===== src/rtl/sida_pkg.sv =====
// shared types and constants for the signed integer to decimal ascii core
`timescale 1ns / 1ps

package sida_pkg;

    localparam int DIGIT_COUNT_DEF = 10;
    localparam int VALUE_W         = 32;
    localparam int CHAR_W          = 8;
    localparam int DIGIT_W         = 4;

    // reciprocal of ten, exact for every 32-bit dividend after the shift
    localparam logic [VALUE_W-1:0] RECIP_10   = 32'hCCCC_CCCD;
    localparam int                 QUOT_SHIFT = 35;

    localparam logic [CHAR_W-1:0] ASCII_ZERO  = 8'h30;
    localparam logic [CHAR_W-1:0] ASCII_MINUS = 8'h2D;
    localparam logic [CHAR_W-1:0] ASCII_NL    = 8'h0A;

    typedef enum logic [1:0] {
        CH_MINUS,
        CH_DIGIT,
        CH_NL
    } char_sel_t;

    typedef struct packed {
        logic      load;
        logic      div_step;
        logic      emit;
        char_sel_t sel;
        logic      last;
    } dp_cmd_t;

    typedef struct packed {
        logic neg;
        logic line;
        logic div_last;
        logic idx_zero;
        logic out_free;
    } dp_sts_t;

endpackage


===== src/rtl/sida_ctrl.sv =====
// controller: sequences conversion and character emission for one request
`timescale 1ns / 1ps

module sida_ctrl
    import sida_pkg::*;
(
    input  logic    aclk,
    input  logic    aresetn,
    input  logic    s_valid,
    output logic    s_ready,
    input  dp_sts_t sts,
    output dp_cmd_t cmd
);

    localparam logic [2:0] ST_IDLE  = 3'd0;
    localparam logic [2:0] ST_DIV   = 3'd1;
    localparam logic [2:0] ST_SIGN  = 3'd2;
    localparam logic [2:0] ST_DIGIT = 3'd3;
    localparam logic [2:0] ST_NL    = 3'd4;

    logic [2:0] state_reg, state_next;

    assign s_ready = (state_reg == ST_IDLE);

    always_comb begin
        state_next   = state_reg;
        cmd.load     = 1'b0;
        cmd.div_step = 1'b0;
        cmd.emit     = 1'b0;
        cmd.sel      = CH_DIGIT;
        cmd.last     = 1'b0;

        unique case (state_reg)
            ST_IDLE: begin
                if (s_valid) begin
                    cmd.load   = 1'b1;
                    state_next = ST_DIV;
                end
            end
            ST_DIV: begin
                cmd.div_step = 1'b1;
                if (sts.div_last) begin
                    state_next = sts.neg ? ST_SIGN : ST_DIGIT;
                end
            end
            ST_SIGN: begin
                cmd.sel = CH_MINUS;
                if (sts.out_free) begin
                    cmd.emit   = 1'b1;
                    state_next = ST_DIGIT;
                end
            end
            ST_DIGIT: begin
                cmd.sel  = CH_DIGIT;
                cmd.last = sts.idx_zero && !sts.line;
                if (sts.out_free) begin
                    cmd.emit = 1'b1;
                    if (sts.idx_zero) begin
                        state_next = sts.line ? ST_NL : ST_IDLE;
                    end
                end
            end
            ST_NL: begin
                cmd.sel  = CH_NL;
                cmd.last = 1'b1;
                if (sts.out_free) begin
                    cmd.emit   = 1'b1;
                    state_next = ST_IDLE;
                end
            end
            default: state_next = ST_IDLE;
        endcase
    end

    always_ff @(posedge aclk) begin
        if (!aresetn) begin
            state_reg <= ST_IDLE;
        end else begin
            state_reg <= state_next;
        end
    end

    // never overwrite a character that is still waiting
    a_emit_free: assert property (@(posedge aclk) disable iff (!aresetn)
        cmd.emit |-> sts.out_free)
        else $error("character emitted while output register busy");

    // the final character always hands control back to idle
    a_last_idle: assert property (@(posedge aclk) disable iff (!aresetn)
        (cmd.emit && cmd.last) |=> state_reg == ST_IDLE)
        else $error("last character did not end the request");

    // a minus sign is never the end of a request
    a_minus_not_last: assert property (@(posedge aclk) disable iff (!aresetn)
        (cmd.emit && cmd.sel == CH_MINUS) |-> !cmd.last)
        else $error("minus sign flagged as last");

    // accepting a request starts the divide phase
    a_load_div: assert property (@(posedge aclk) disable iff (!aresetn)
        cmd.load |=> state_reg == ST_DIV)
        else $error("request accepted without starting conversion");

endmodule


===== config.mk =====
export PLATFORM = sky130hd
export DESIGN_NAME = sida_ctrl
export DESIGN_NICKNAME = d
export VERILOG_FILES = /design/src/rtl/sida_pkg.sv /design/src/rtl/sida_ctrl.sv
export SDC_FILE = /design/constraint.sdc
export NUM_CORES = 1
export LEC_CHECK = 0
export CAP_MARGIN = 20
export CORE_AREA = 2 2 39 41
export CTS_BUF_LIST = sky130_fd_sc_hd__clkbuf_8
export CTS_CLUSTER_DIAMETER = 100
export DETAILED_ROUTE_END_ITERATION = 7
export DIE_AREA = 0 0 41 43
export DONT_BUFFER_PORTS = 1
export GPL_ROUTABILITY_DRIVEN = 0
export PLACE_DENSITY = 0.3
export SYNTH_ARGS = -nofsm -noshare
export SYNTH_HDL_FRONTEND = slang
export SYNTH_SLANG_ARGS = --single-unit

===== constraint.sdc =====
create_clock -name aclk -period 1.1 [get_ports aclk]
set_input_delay 0.165 -clock aclk [delete_from_list [all_inputs] [get_ports aclk]]
set_output_delay 0.165 -clock aclk [all_outputs]
set_load 0.01 [all_outputs]

=== Yosys cells after proc, flatten, opt, wreduce, memory -nomap -nowiden ===
Index checks and enable logic that the tools add are counted.

* Bits in registers: 3
* Input port bits: 8
* Output and inout bits: 7
* Logic and storage cells: 30

* Eq/ne operators: 10
* Mux-type cells: 15
* Reductions and logical operators: 4

{| class="wikitable"
|+ Operator list
! operator !! number
|-
| $mux W3 || 7
|-
| $pmux W3 S5 || 1
|-
| $ne A2 B2 Y1 const B || 6
|-
| $pmux W3 S3 || 1
|-
| $eq A3 B2 Y1 const B || 2
|-
| $reduce_and A6 Y1 || 1
|-
| $mux W1 || 5
|-
| $eq A3 B1 Y1 const B || 1
|-
| $eq A3 B3 Y1 const B || 1
|-
| $logic_not A3 Y1 || 1
|-
| $pmux W1 S2 || 1
|-
| $logic_and A1 B1 Y1 || 1
|-
| $logic_not A1 Y1 || 1
|}

=== Depth between registers and ports, before layout ===
Gate-level depths: netlist (run 1).

* Depth after elaboration: 4
* Gate-level depth with buffers: 4
* Mapped depth without buffers: 3

=== Worst setup path before layout (run 1) ===
Ideal clock, no wire load.

* Path type: register -> output
* Start: register state_reg[0]
* End: output port cmd[3] (netlist name)
* Arrival: 1.112 ns
* Required time: 0.935 ns
* Path slack: -0.177 ns
* Stages on the path, launching flop included: 4
* Buffers on the path: 1
* Cell sequence: dfxtp_1 -> buf_6 -> or3b_4 -> a21boi_0

{| class="wikitable"
|+ RTL lines
! element !! RTL line !! text
|-
| from (decl) || sida_ctrl.sv:21 || <nowiki>logic [2:0] state_reg, state_next;</nowiki>
|-
| from (signal assigned) || sida_ctrl.sv:79 || <nowiki>state_reg <= state_next;</nowiki>
|-
| to (decl) || sida_ctrl.sv:12 || <nowiki>output dp_cmd_t cmd</nowiki>
|}

==> impl_metrics.yaml, run 1 <==
outcome:
  violations: "negative setup slack"
  status: "finished with violations"
grt:
  grtUsageTotal: 0.0843
  grt_pass1_vias: 228
  gr-total-overflow: 0
  grt_max_degree: 8
  grt_pass1_wl_um: 945
  antenna_found_initial: 0
die:
  die_w_um: 41
  ioPinCount: 15
  fp.dieH_um: 43
  start_util: 0.160
  dieArea_mm2: 0.00176
  core-area_mm2: 0.00138
  rows: 14
synthesis:
  synth_adder_area_share: 0
  synth-seq-cells: 3
  yosys.area_share.simple: 0.452
  ys.flop_type: "dfxtp_1"
  seq_area_frac_synth: 0.271
  synth_cells: 28
  synth_top_cell_by_area: "dfxtp_1"
  yosys_warnings: 0
  synth_edf_count: 0
  synth_top_family_by_area: "simple AND/OR/NAND/NOR gates"
  netlist_top_cells_area: "dfxtp_1 (27%), nor3b_1 (6.8%), and2_1 (5.6%), buf_6 (5.1%), or3b_4 (5.1%)"
  syn_avg_cell_area_um2: 7.91
  synth_compound_area_frac: 0.186
  synth_top_area_share: 0.271
  async_flop_share: 0
  synth_cell_types: 21
  synth_xor_area_frac: 0
  syn_area_um2: 221
  syn-num-nets: 36
  synthMuxAreaShare: 0
placed_design:
  io_buffers: 0
  place_ws_ns: -0.0316
  dpl.cell_count: 49
  dp_hpwl_um: 458
finish:
  diodes: 0
  syn_to_final_growth_pct: 84.7
  largest_reg_flops: 3
  final_util: 0.296
  final_cell_mix: "buf_4 (6), buf_6 (4), clkbuf_8 (3)"
  nFillCells: 152
  fin_cells: 56
  num-nets-final: 49
  drive_above_1_share: 0.625
  final_common_cell: "buf_4"
worst_setup_path:
  startpoint_type: "register"
  cp.arrival_ns: 1.18
  critPathRequiredTime_ns: 0.94
  worst_setup_path_end_kind: "output pin"
  critical_path_class: "register to output pin"
  path_max_fanout: 4
worst_hold_path:
  min_path_type: "input port to register"
timing:
  whs_ns: 0.0813
  hold_violations: 0
  setup_viol: 8
  max_slew_margin: 0.837
  clock_skew_ns: 0.00170
  fmax_mhz: 742
  finalCritPeriodShare: 1.22
  tightest_slew_ns: 0.244
  period_minus_slack_ns: 1.35
  maxSlewViolCount: 0
  worst_slack_ns: -0.247
  rsz0062_at_grt: "true"
power_and_ir_drop:
  peakVddDrop_mv: 1.07
  total_leakage_power_nw: 0.175
  powerDensity_mw_per_mm2: 1380
detailed_routing:
  drc: 0
  finalWirelength_um: 633
  viasPerCell: 4.55
  vias: 255
  drt_iter0_markers: 8
  dr.pass1.iters: 4
  postRouteAntennaNets: 0
  wl_per_cell_um: 11.3
clock_network:
  hold_buffers: 0
  cts.sink_count: 3
  clk_pin_slew_worst_paths_ns: 0.03
  clock_path_buffers: 2
  cts_buffers: 3
  htree_levels: 1
  clk_latency_ns: 0.21
  root_buffer: "clkbuf_8"
  cts_tree: "done"
run:
  maxCapViolCount: 0
[worst max-delay path: stages, from the launching register on]
cell	delay, ns
dfxtp_2	0.32
or3b_4	0.42
o31ai_2	0.07
buf_4	0.15
[power breakdown]
group | leakage, nW | internal (W) | switching, W | total, W
Clock | 0.0269 | 0.000237 | 0.0000711 | 0.000309
Combinational | 0.123 | 0.0000757 | 0.0000539 | 0.000130
Sequential | 0.0252 | 0.000119 | 0.00000733 | 0.000126
Total | 0.175 | 0.000432 | 0.000132 | 0.000564
[cell families after synthesis]
logic type / Yosys count
AO/OA/AOI/OAI: 6
buffers and inverters: 3
flip-flops: 3
AND/OR/NAND/NOR: 16
[Yosys cell counts, types with 2 or more instances]
master and n:
nor3b_1 2, nand3_1 2, dfxtp_1 3, and2_1 2, nor3_1 2, a21oi_1 2
[timing repair]
item	4_1_cts	5_1_grt
setup endpoints to repair	7	9
setup buffers	1	2
pin swaps	2	5
resized for setup	8	7
[final timing paths]
kind	startpoint	to	slack (ns)	cells past startpoint
max reg2reg	state_reg[0]	state_reg[2]	-0.07	4
max	state_reg[0]	cmd[0]	-0.25	3
min	aresetn	state_reg[2]	0.08	1
min reg2reg	state_reg[1]	state_reg[1]	0.65	3
[routing by layer]
layer | vias to the layer above | global-route usage | wire length, µm
met3 | 0 | 0.0628 | 78
met2 | 17 | 0.0969 | 267
met1 | 114 | 0.112 | 287
li1 | 124 | - | -
met4 | 0 | 0.0400 | 0
met5 | - | 0 | 0
[area by class of cell]
| type | instances | area, µm² | share of cell area |
|---|---|---|---|
| multi-input cells | 22 | 188 | 0.459 |
| repair buffers | 10 | 90.1 | 0.220 |
| flip-flops and latches | 3 | 62.6 | 0.153 |
| clock buffers | 3 | 41.3 | 0.101 |
| well taps | 16 | 20.0 | 0.0489 |
| clock inverters | 1 | 3.75 | 0.00917 |
| inverters | 1 | 3.75 | 0.00917 |
[per-stage QoR]
step,power [W],cell area [µm²],TNS [ns]
final,0.000564,409,-1.01
after global routing,0.000606,409,-1.39
after CTS,0.000559,363,-1.05
after detailed placement,0.000215,282,-0.0346
after global placement,0.000215,282,-0.0312
after floorplan,0.000185,225,-0.114
No activity file was read; power rests on OpenSTA's default activity.
==> run 2: changes to the inputs <==
CORE_AREA = 5 5 42 44   (was 2 2 39 41)
DIE_AREA = 0 0 47 49   (was 0 0 41 43)
MAX_ROUTING_LAYER = met4   (was default)
SLEW_MARGIN = 5   (was default)
==> run 2 against run 1 <==
Against the previous run:
- the run still ends with negative setup slack left
- utilization down 2.2 points
- global-route usage is 0.64 points lower
- die area grew 31%
- critical path depth unchanged
- critical endpoint unchanged
==> impl_metrics.yaml, run 2 (synthesized netlist as in run 1, its figures left out) <==
outcome:
  status: "finished with violations"
  violations: "negative setup slack"
timing:
  tightest_slew_ns: 0.207
  maxSlewViolCount: 0
  hold_violations: 0
  period_minus_slack_ns: 1.35
  setup_viol: 7
  rsz0062_at_grt: "true"
  finalCritPeriodShare: 1.23
  max_slew_margin: 0.862
  whs_ns: 0.0773
  fmax_mhz: 741
  setup_tns_ns: -1.09
  clock_skew_ns: 0.00174
  worst_slack_ns: -0.249
finish:
  largest_reg_flops: 3
  multiInputGateArea_um2: 181
  drive_above_1_share: 0.553
  diodes: 0
  ff_latch_area_um2: 62.6
  fin_cells: 54
  nFillCells: 168
  final_cell_mix: "buf_4 (5), clkbuf_8 (3), buf_6 (3)"
  final_common_cell: "buf_4"
  num-nets-final: 47
  design_area_um2: 384
  syn_to_final_growth_pct: 73.4
worst_setup_path:
  critPathRequiredTime_ns: 0.94
  path_max_fanout: 4
  startpoint_type: "register"
  critical_path_class: "register to output pin"
  cp.arrival_ns: 1.18
  worst_setup_path_end_kind: "output pin"
detailed_routing:
  drt_iter0_markers: 0
  vias: 242
  postRouteAntennaNets: 0
  viasPerCell: 4.48
  wl_per_cell_um: 13.1
  drc: 0
  finalWirelength_um: 709
  dr.pass1.iters: 1
power_and_ir_drop:
  total_leakage_power_nw: 0.162
  peakVddDrop_mv: 0.652
  powerDensity_mw_per_mm2: 1450
clock_network:
  clk_pin_slew_worst_paths_ns: 0.03
  cts.sink_count: 3
  htree_levels: 1
  clock_path_buffers: 2
  cts_tree: "done"
  cts_setup_buffers: 0
  hold_buffers: 0
  cts_buffers: 3
  clk_latency_ns: 0.21
  root_buffer: "clkbuf_8"
die:
  rows: 14
  die_w_um: 47
  ioPinCount: 15
  start_util: 0.158
  fp.dieH_um: 49
  core-area_mm2: 0.00140
  dieArea_mm2: 0.00230
placed_design:
  place_area_um2: 289
  io_buffers: 0
  place_ws_ns: -0.0621
  dp_hpwl_um: 559
  dpl.cell_count: 50
grt:
  grt_pass1_wl_um: 1240
  antenna_found_initial: 0
  grt_max_degree: 8
  grtUsageTotal: 0.0779
  gr-total-overflow: 0
  grt_pass1_vias: 278
worst_hold_path:
  min_path_type: "input port to register"
run:
  maxCapViolCount: 0
## run 2: cell count changes in the layout (fill, tap and decap cells not counted), sizes merged
cell / before / now
buf: 10 / 8
## run 2: worst max-delay path: stages (launching register included)
cell,delay (ns)
dfxtp_2,0.33
or3b_4,0.43
o31ai_4,0.08
buf_6,0.13
## run 2: final timing paths
kind,startpoint,to,slack (ns),cells past startpoint
min,aresetn,state_reg[2],0.08,1
min reg2reg,state_reg[1],state_reg[1],0.64,3
max,state_reg[1],cmd[0],-0.25,3
max reg2reg,state_reg[1],state_reg[2],0.01,3
## run 2: metal layers
layer,track usage,wire length (µm)
met1,0.0919,302
met3,0.0406,71
met5,-,0
met2,0.0973,322
met4,0.0553,12
## run 2: area by class of cell
class,count,area share
Multi-Input combinational cell,22,0.472
Timing Repair Buffer,8,0.186
Sequential cell,3,0.163
Clock buffer,3,0.107
Tap cell,16,0.0521
Clock inverter,1,0.00977
Inverter,1,0.00977
## run 2: timing repair
item                                    in CTS  in global routing
endpoints found under the setup margin       7                  9
pin swaps                                    2                  2
resized for setup                           10                  2
## run 2: power breakdown
| group | switching (W) | total (W) | internal (W) |
|---|---|---|---|
| registers | 0.00000846 | 0.000127 | 0.000119 |
| logic | 0.0000510 | 0.000119 | 0.0000680 |
| clock network | 0.0000725 | 0.000310 | 0.000238 |
## run 2: through the flow
stage	utilization	power [W]
after floorplan	-	0.000185
after global placement	0.206	0.000223
after detailed placement	0.206	0.000222
after CTS	0.269	0.000558
after global routing	0.274	0.000594
final	0.274	0.000556
